==> src/rtl/sorted_priority_queue_defines.svh <==
// Assertion helpers shared by the queue RTL.
// Each use expects clk and rst in scope.
`ifndef SORTED_PRIORITY_QUEUE_DEFINES_SVH
`define SORTED_PRIORITY_QUEUE_DEFINES_SVH

// Check a property once reset has been released.
`define SPQ_ASSERT(name, prop, msg) \
  name: assert property (@(posedge clk) disable iff (rst) prop) else $error(msg);

// Check a property at every edge, reset included.
`define SPQ_ASSERT_ALWAYS(name, prop, msg) \
  name: assert property (@(posedge clk) prop) else $error(msg);

`endif

==> src/rtl/spq_pkg.sv <==
package spq_pkg;

  // Default queue depth
  localparam int QUEUE_DEPTH_DEF = 16;

  // Field widths
  localparam int VALUE_W  = 32;
  localparam int RANK_W   = 16;
  localparam int STATUS_W = 2;
  localparam int OCC_W    = 5;

  typedef enum logic [0:0] {
    OP_ENQ = 1'b0,
    OP_DEQ = 1'b1
  } op_t;

  typedef enum logic [STATUS_W-1:0] {
    ST_OK        = 2'd0,
    ST_UNDERFLOW = 2'd1,
    ST_OVERFLOW  = 2'd2
  } status_t;

  // One stored entry
  typedef struct packed {
    logic signed [VALUE_W-1:0] value;
    logic signed [RANK_W-1:0]  rank;
  } entry_t;

  // Signed rank order: a is served no later than b
  function automatic logic rank_le(input logic signed [RANK_W-1:0] a,
                                   input logic signed [RANK_W-1:0] b);
    return a <= b;
  endfunction

endpackage

==> src/rtl/spq_req_if.sv <==
interface spq_req_if;
  logic                                valid;
  logic                                ready;
  logic                                op;
  logic signed [spq_pkg::VALUE_W-1:0]  item_value;
  logic signed [spq_pkg::RANK_W-1:0]   item_rank;

  modport source (output valid, op, item_value, item_rank, input ready);
  modport sink   (input valid, op, item_value, item_rank, output ready);
endinterface

==> src/rtl/spq_rsp_if.sv <==
interface spq_rsp_if;
  logic                                valid;
  logic                                ready;
  logic [spq_pkg::STATUS_W-1:0]        status;
  logic signed [spq_pkg::VALUE_W-1:0]  out_value;
  logic signed [spq_pkg::RANK_W-1:0]   out_rank;
  logic [spq_pkg::OCC_W-1:0]           occupancy;

  modport source (output valid, status, out_value, out_rank, occupancy, input ready);
  modport sink   (input valid, status, out_value, out_rank, occupancy, output ready);
endinterface

==> src/rtl/spq_mem.sv <==
module spq_mem #(
  parameter int DEPTH = spq_pkg::QUEUE_DEPTH_DEF
) (
  input  logic                     clk,
  input  logic                     wr_en,
  input  logic [$clog2(DEPTH)-1:0] wr_addr,
  input  spq_pkg::entry_t          wr_data,
  input  logic                     rd_en,
  input  logic [$clog2(DEPTH)-1:0] rd_addr,
  output spq_pkg::entry_t          rd_data
);
  import spq_pkg::*;

  entry_t mem [DEPTH];

  // Write port
  always_ff @(posedge clk) begin
    if (wr_en) begin
      mem[wr_addr] <= wr_data;
    end
  end

  // Registered read port
  always_ff @(posedge clk) begin
    if (rd_en) begin
      rd_data <= mem[rd_addr];
    end
  end

endmodule

==> src/rtl/sorted_priority_queue.sv <==
// Bounded min-priority queue. Entries sit in rank order in one dual-port
// memory used as a ring: a head pointer marks the smallest rank, so a
// dequeue takes no shifting. An enqueue walks back from the tail, moving
// each entry of larger rank up one slot, one entry per cycle through the
// memory's single write port.
// Equal ranks keep arrival order. A full enqueue (overflow) or an empty
// dequeue (underflow) leaves the queue unchanged.
// One item is in work at a time; a new item is taken while the previous
// result still waits at the output.
`include "sorted_priority_queue_defines.svh"

module sorted_priority_queue #(
  parameter int QUEUE_DEPTH = spq_pkg::QUEUE_DEPTH_DEF
) (
  input  logic      clk,
  input  logic      rst,
  spq_req_if.sink   req,
  spq_rsp_if.source rsp
);
  import spq_pkg::*;

  localparam int IDX_W = $clog2(QUEUE_DEPTH);
  localparam int CNT_W = $clog2(QUEUE_DEPTH + 1);
  localparam logic [CNT_W-1:0] DEPTH_C = CNT_W'(QUEUE_DEPTH);
  localparam logic [CNT_W:0]   DEPTH_X = (CNT_W + 1)'(QUEUE_DEPTH);

  typedef enum logic [2:0] {
    S_IDLE,
    S_INS,
    S_PLACE,
    S_DEQ,
    S_DELIVER
  } state_t;

  state_t           state;
  logic [IDX_W-1:0] head;
  logic [CNT_W-1:0] count;
  logic [CNT_W-1:0] pos;
  entry_t           new_entry;
  entry_t           res_entry;
  status_t          res_status;

  logic             acc;
  logic             full_enq;
  logic             wr_en;
  logic [IDX_W-1:0] wr_addr;
  entry_t           wr_data;
  logic             rd_en;
  logic [IDX_W-1:0] rd_addr;
  entry_t           rd_data;
  entry_t           in_entry;

  // Map a logical slot behind the head to its memory address
  function automatic logic [IDX_W-1:0] wrap(input logic [IDX_W-1:0] base,
                                            input logic [CNT_W-1:0] off);
    logic [CNT_W:0] sum;
    sum = (CNT_W + 1)'(base) + (CNT_W + 1)'(off);
    if (sum >= DEPTH_X) begin
      sum = sum - DEPTH_X;
    end
    return sum[IDX_W-1:0];
  endfunction

  assign acc            = req.valid && req.ready;
  assign full_enq       = acc && (req.op == OP_ENQ) && (count == DEPTH_C);
  assign req.ready      = (state == S_IDLE);
  assign in_entry.value = req.item_value;
  assign in_entry.rank  = req.item_rank;

  spq_mem #(
    .DEPTH(QUEUE_DEPTH)
  ) u_mem (
    .clk    (clk),
    .wr_en  (wr_en),
    .wr_addr(wr_addr),
    .wr_data(wr_data),
    .rd_en  (rd_en),
    .rd_addr(rd_addr),
    .rd_data(rd_data)
  );

  // Drive memory reads and writes from the current step
  always_comb begin
    wr_en   = 1'b0;
    wr_addr = head;
    wr_data = new_entry;
    rd_en   = 1'b0;
    rd_addr = head;
    case (state)
      S_IDLE: begin
        if (acc) begin
          if (req.op == OP_ENQ) begin
            if (count == '0) begin
              wr_en   = 1'b1;
              wr_data = in_entry;
            end else if (count != DEPTH_C) begin
              rd_en   = 1'b1;
              rd_addr = wrap(head, count - CNT_W'(1));
            end
          end else if (count != '0) begin
            rd_en = 1'b1;
          end
        end
      end
      S_INS: begin
        wr_en   = 1'b1;
        wr_addr = wrap(head, pos);
        if (!rank_le(rd_data.rank, new_entry.rank)) begin
          // Move the larger entry up one slot, fetch the next one down
          wr_data = rd_data;
          if (pos != CNT_W'(1)) begin
            rd_en   = 1'b1;
            rd_addr = wrap(head, pos - CNT_W'(2));
          end
        end
      end
      S_PLACE: begin
        wr_en = 1'b1;
      end
      default: begin
      end
    endcase
  end

  // Sequencer and output register
  always_ff @(posedge clk) begin
    if (rst) begin
      state     <= S_IDLE;
      head      <= '0;
      count     <= '0;
      rsp.valid <= 1'b0;
    end else begin
      // Drop a taken result unless a new one loads in this cycle
      if (rsp.valid && rsp.ready && state != S_DELIVER) begin
        rsp.valid <= 1'b0;
      end
      case (state)
        S_IDLE: begin
          if (acc) begin
            new_entry  <= in_entry;
            res_entry  <= '0;
            res_status <= ST_OK;
            if (req.op == OP_ENQ) begin
              if (count == DEPTH_C) begin
                res_status <= ST_OVERFLOW;
                state      <= S_DELIVER;
              end else if (count == '0) begin
                count <= count + CNT_W'(1);
                state <= S_DELIVER;
              end else begin
                pos   <= count;
                state <= S_INS;
              end
            end else if (count == '0) begin
              res_status <= ST_UNDERFLOW;
              state      <= S_DELIVER;
            end else begin
              state <= S_DEQ;
            end
          end
        end
        S_INS: begin
          if (rank_le(rd_data.rank, new_entry.rank)) begin
            count <= count + CNT_W'(1);
            state <= S_DELIVER;
          end else begin
            pos <= pos - CNT_W'(1);
            if (pos == CNT_W'(1)) begin
              state <= S_PLACE;
            end
          end
        end
        S_PLACE: begin
          count <= count + CNT_W'(1);
          state <= S_DELIVER;
        end
        S_DEQ: begin
          // Drop the head entry
          res_entry <= rd_data;
          head      <= wrap(head, CNT_W'(1));
          count     <= count - CNT_W'(1);
          state     <= S_DELIVER;
        end
        S_DELIVER: begin
          if (!rsp.valid || rsp.ready) begin
            rsp.valid     <= 1'b1;
            rsp.status    <= res_status;
            rsp.out_value <= res_entry.value;
            rsp.out_rank  <= res_entry.rank;
            rsp.occupancy <= OCC_W'(count);
            state         <= S_IDLE;
          end
        end
        default: begin
          state <= S_IDLE;
        end
      endcase
    end
  end

  `SPQ_ASSERT(a_count_bound, count <= DEPTH_C, "entry count beyond queue depth")
  `SPQ_ASSERT(a_pos_range, (state == S_INS) |-> (pos != '0 && pos <= count), "bad insert slot")
  `SPQ_ASSERT(a_full_drop, full_enq |=> ($stable(count) && $stable(head)), "overflow changed queue")
  `SPQ_ASSERT(a_idle_quiet, (state == S_IDLE && !acc) |-> (!wr_en && !rd_en), "idle memory access")

endmodule
==> src/flat_wrapper.sv <==
// flat-port wrapper written by rule: the top's interface ports become plain ports
module sorted_priority_queue_flat import spq_pkg::*;
#(
  parameter int QUEUE_DEPTH = spq_pkg::QUEUE_DEPTH_DEF
)
  (clk, rst, req_valid, req_op, req_item_value, req_item_rank, req_ready, rsp_valid, rsp_status, rsp_out_value, rsp_out_rank, rsp_occupancy, rsp_ready);
  spq_req_if req_i ();
  spq_rsp_if rsp_i ();
  input  logic clk;
  input  logic rst;
  input wire logic [$bits(req_i.valid)-1:0] req_valid;
  input wire logic [$bits(req_i.op)-1:0] req_op;
  input wire logic [$bits(req_i.item_value)-1:0] req_item_value;
  input wire logic [$bits(req_i.item_rank)-1:0] req_item_rank;
  output wire logic [$bits(req_i.ready)-1:0] req_ready;
  output wire logic [$bits(rsp_i.valid)-1:0] rsp_valid;
  output wire logic [$bits(rsp_i.status)-1:0] rsp_status;
  output wire logic [$bits(rsp_i.out_value)-1:0] rsp_out_value;
  output wire logic [$bits(rsp_i.out_rank)-1:0] rsp_out_rank;
  output wire logic [$bits(rsp_i.occupancy)-1:0] rsp_occupancy;
  input wire logic [$bits(rsp_i.ready)-1:0] rsp_ready;
  assign req_i.valid = req_valid;
  assign req_i.op = req_op;
  assign req_i.item_value = req_item_value;
  assign req_i.item_rank = req_item_rank;
  assign req_ready = req_i.ready;
  assign rsp_valid = rsp_i.valid;
  assign rsp_status = rsp_i.status;
  assign rsp_out_value = rsp_i.out_value;
  assign rsp_out_rank = rsp_i.out_rank;
  assign rsp_occupancy = rsp_i.occupancy;
  assign rsp_i.ready = rsp_ready;
  sorted_priority_queue #(.QUEUE_DEPTH(QUEUE_DEPTH)) u_core (.clk(clk), .rst(rst), .req(req_i), .rsp(rsp_i));
endmodule
==> config.mk <==
export PLATFORM = sky130hd
export DESIGN_NAME = sorted_priority_queue_flat
export DESIGN_NICKNAME = d
export VERILOG_FILES = /design/src/rtl/spq_pkg.sv /design/src/rtl/spq_req_if.sv /design/src/rtl/spq_rsp_if.sv /design/src/rtl/spq_mem.sv /design/src/rtl/sorted_priority_queue.sv /design/src/flat_wrapper.sv
export VERILOG_INCLUDE_DIRS = /design/src /design/src/rtl
export SDC_FILE = /design/constraint.sdc
export NUM_CORES = 1
export LEC_CHECK = 0
export BUFFER_PORTS_ARGS = -buffer_cell sky130_fd_sc_hd__clkbuf_2
export CORE_MARGIN = 5
export CORE_UTILIZATION = 61
export CTS_CLUSTER_SIZE = 28
export DETAILED_ROUTE_END_ITERATION = 8
export HOLD_SLACK_MARGIN = 0.15
export MAX_ROUTING_LAYER = met4
export PLACE_DENSITY = 0.78
export SETUP_SLACK_MARGIN = 0.05
export SLEW_MARGIN = 30
export SYNTH_ARGS = -nofsm -noshare
export SYNTH_HDL_FRONTEND = slang
export SYNTH_SLANG_ARGS = --single-unit
export TNS_END_PERCENT = 5
==> constraint.sdc <==
create_clock -name clk -period 10.4 [get_ports clk]
set_input_delay 0.52 -clock clk [delete_from_list [all_inputs] [get_ports clk]]
set_output_delay 0.52 -clock clk [all_outputs]
set_load 0.01 [all_outputs]
==> results.ini <==
[layout]
area_growth_from_synthesis_to_layout_pct=13.3
antenna-diode-count=0
num-nets-final=3066
ratio_of_cells_with_drive_above_1_in_the_final_layout_pct=13.9
post-route-util_pct=69.7

[logic_synthesis]
synthAdderAreaFrac_pct=1.13
syn_inst=2832
synth.avg_cell_area_sq_um=13.9
synth.ff_latch_count=987
synth.lib_cells_used.distinct=54
yosysWarnings=0
primary_flip_flop_cell_chosen_by_synthesis_mapping=edfxtp_1
yosys-top-cells-count=edfxtp_1 (974), nand2_1 (756), a21oi_1 (133)
syn_area_sq_um=39500
yosys.area_share.simple_pct=12.4
synth_top_area_cell=edfxtp_1
synth_top_family_by_area=simple AND/OR/NAND/NOR gates
synth_async_sr_flop_share_pct=0
yosysSeqAreaShare_pct=74.8
yosys.area.top_type_share_pct=74.1
synth_compound_gate_area_share_pct=8.82
synth_nets=2919
post_synthesis_share_of_cell_area_spent_on_xor_and_xnor_gates_pct=0.488
synth-edff-count=974
synth.top_cells.by_area=edfxtp_1 (74%), nand2_1 (7.2%), a2111oi_2 (1.8%)
yosysMostFrequentCell=edfxtp_1
post_synth_mux_area_share_pct=0.133

[clock_tree]
insertion_delay_ns=0.64
cts_htree_levels=3
cts_root_buffer=clkbuf_16
cts_tree=done
path_clk_slew_ns=0.06
cts_resized=0
clk_path_buf_depth=3
cts.sink_count=987
postCtsSetupBuffers=0
cts_inserted_buffers=92

[die]
die_area_sq_um=69900
chipHeight_microns=264
rows=93
i_o_pin_count=110
coreArea_sq_um=64200
starting_density_of_the_core_pct=61.5
fp.dieW_microns=264

[critical_path]
worst-setup-path-type=reg2reg
critPathLaunchType=register
cp_slowest_cell=nand3_4
most_prevalent_standard_cell_on_the_critical_path=nand2_1
cell_by_cell_listing_of_the_critical_path=or3_1, inv_2, nand2_1, nor3b_2, nand3_1, nand3_4, buf_12, buf_16, nand2_1, a32oi_1, o211ai_1, a2111oi_2
critPathArrivalTime_ns=5.99
critPathCaptureType=register
critical_path_required_ns=10.81
path_max_fanout=157
crit_path_max_incr_delay_ns=0.73

[drt]
avg_wl_per_cell_microns=25.5
detailroute.via_count=25128
ant_nets=0
drc=1
drt_iter0_markers=3609
viasPerCell=6.43
wirelength_mm=99.7
drt_pre_antenna_iters=9

[outcome]
status=finished with violations
violations=DRC

[placement]
hpwl_mm=46.8
gp_congestion=0.847
detailedPlace.worstSlack_ns=5.13
placement.io_buffers=109

[grt]
grt_overflow_total=0
antenna_found_initial=1
use_met2_pct=45.7
global_route.usage.total_pct=28.6
first_global_vias=24658
gr_layer_usage_met1_pct=37.6
global_route_wire_length_before_repair_mm=148
grt_use_met3_pct=4.31
busiest_layer=met2
grt_start_max_net_pins=236

[sta]
timing.setup.tns_ns=0
timing_worst_slew_pin_value_ns=1.11
fmax_mhz=179
ratio_of_final_minimum_period_to_clock_period_pct=53.7
final-hold-violation-count=0
setup_ws_ns=4.81
maxSlewHeadroom_pct=25.9
number_of_max_slew_violations_in_the_final_report=0
rsz0062_at_grt=false
worst_clock_skew_ns=0.0203
finalSetupViolations=0
final.hold.worst_slack_ns=0.241
fin_crit_ns=5.59

[min_path]
hp-class=in2reg

[pwr]
power_density_nw_per_um2=262
ir_worst_vdd_mv=0.187
p_leak_uw=0.0155

[job]
max-cap-violations=0

state kept, by name (all words and copies together), names as in the netlist:
register,flops
u_core.count,5
u_core.u_mem.mem,768
u_core.new_entry,48
u_core.rsp.status,2
u_core.u_mem.rd_data,48
u_core.rsp.occupancy,5
u_core.rsp.valid,1
u_core.head,4
u_core.state,3
u_core.res_status,2
u_core.rsp.out_rank,16
u_core.rsp.out_value,32
u_core.pos,5
u_core.res_entry,48
power by group:
group / internal (uW) / leakage (uW) / switching, uW
logic: 894 / 0.00504 / 2120
registers: 5190 / 0.00898 / 155
clock network: 1950 / 0.00146 / 1410
total: 8030 / 0.0155 / 3680
placed cells by master, fill, tap and decap left out, types with 10 or more instances in the layout:
master / count
dfxtp_1: 13
o211ai_1: 50
xnor2_1: 11
a31oi_1: 16
nand2_1: 755
ha_1: 31
clkbuf_16: 97
clkinv_1: 20
xor2_1: 11
a22oi_1: 33
inv_1: 29
and3_1: 96
nor2_4: 19
a21oi_1: 131
clkbuf_1: 19
a32o_1: 48
a2111oi_2: 48
a32oi_1: 48
and2_1: 48
o21ai_0: 46
clkbuf_2: 109
buf_4: 60
nor2_1: 64
nand3_2: 10
clkinv_2: 13
dlygate4sd3_1: 47
nand3_1: 89
edfxtp_1: 974
worst max-delay path, delay by kind of cell, from the launching register on:
kind | cells | cell delay, ns
flops | 1 | 0.50
compound gates | 3 | 0.83
simple gates | 6 | 2.43
buf+inv | 3 | 1.37
per-layer routing:
metal	part of all wire, %	vias up
met5	0	-
met4	3.8	0
met3	11	266
met2	49	1735
met1	36	12303
li1	-	10824
through the flow:
| stage | std cells | area (sq um) | power (uW) |
|---|---|---|---|
| 2_1_floorplan | 2832 | 39500 | 7330 |
| 3_3_place_gp | 3688 | 41100 | 8160 |
| 6_report | 3909 | 44700 | 11700 |
| 4_1_cts | 3906 | 44600 | 11600 |
| 5_1_grt | 3909 | 44700 | 12100 |
| 3_5_place_dp | 3690 | 41100 | 8310 |
cell type report:
cell class,count,area (sq um)
clock buffer,119,2540
sequential,987,29500
clock inverter,50,482
fill,4054,19500
inverter,30,113
tap,855,1070
multi-input combinational,1637,9290
timing repair buffer,231,1740
cell families after synthesis:
logic type | after synthesis
AND/OR/NAND/NOR | 1122
flip-flops | 987
AO/OA/AOI/OAI | 454
buffers and inverters | 208
adder cells (fa/ha/maj) | 34
XOR/XNOR | 22
multiplexers | 5
repair_timing:
action                                  CTS  global route
hold endpoints to repair                 47             0
hold buffers                             47             0
endpoints found under the setup margin    0             0
final timing paths:
check	startpoint	endpoint	slack [ns]	cells after the start
setup / recovery	u_core.state[0]$_SDFFE_PP0P_	u_core.u_mem.rd_data[16]$_DFFE_PP_	4.81	12
hold / removal	req_item_value[29]	u_core.new_entry[45]$_DFFE_PP_	0.24	1
setup reg to reg	u_core.state[0]$_SDFFE_PP0P_	u_core.u_mem.rd_data[16]$_DFFE_PP_	4.81	12
hold reg to reg	u_core.res_entry[16]$_SDFFCE_PN0P_	u_core.rsp.out_value[0]$_DFFE_PP_	0.41	0
Power figures use the tool's default switching activity.
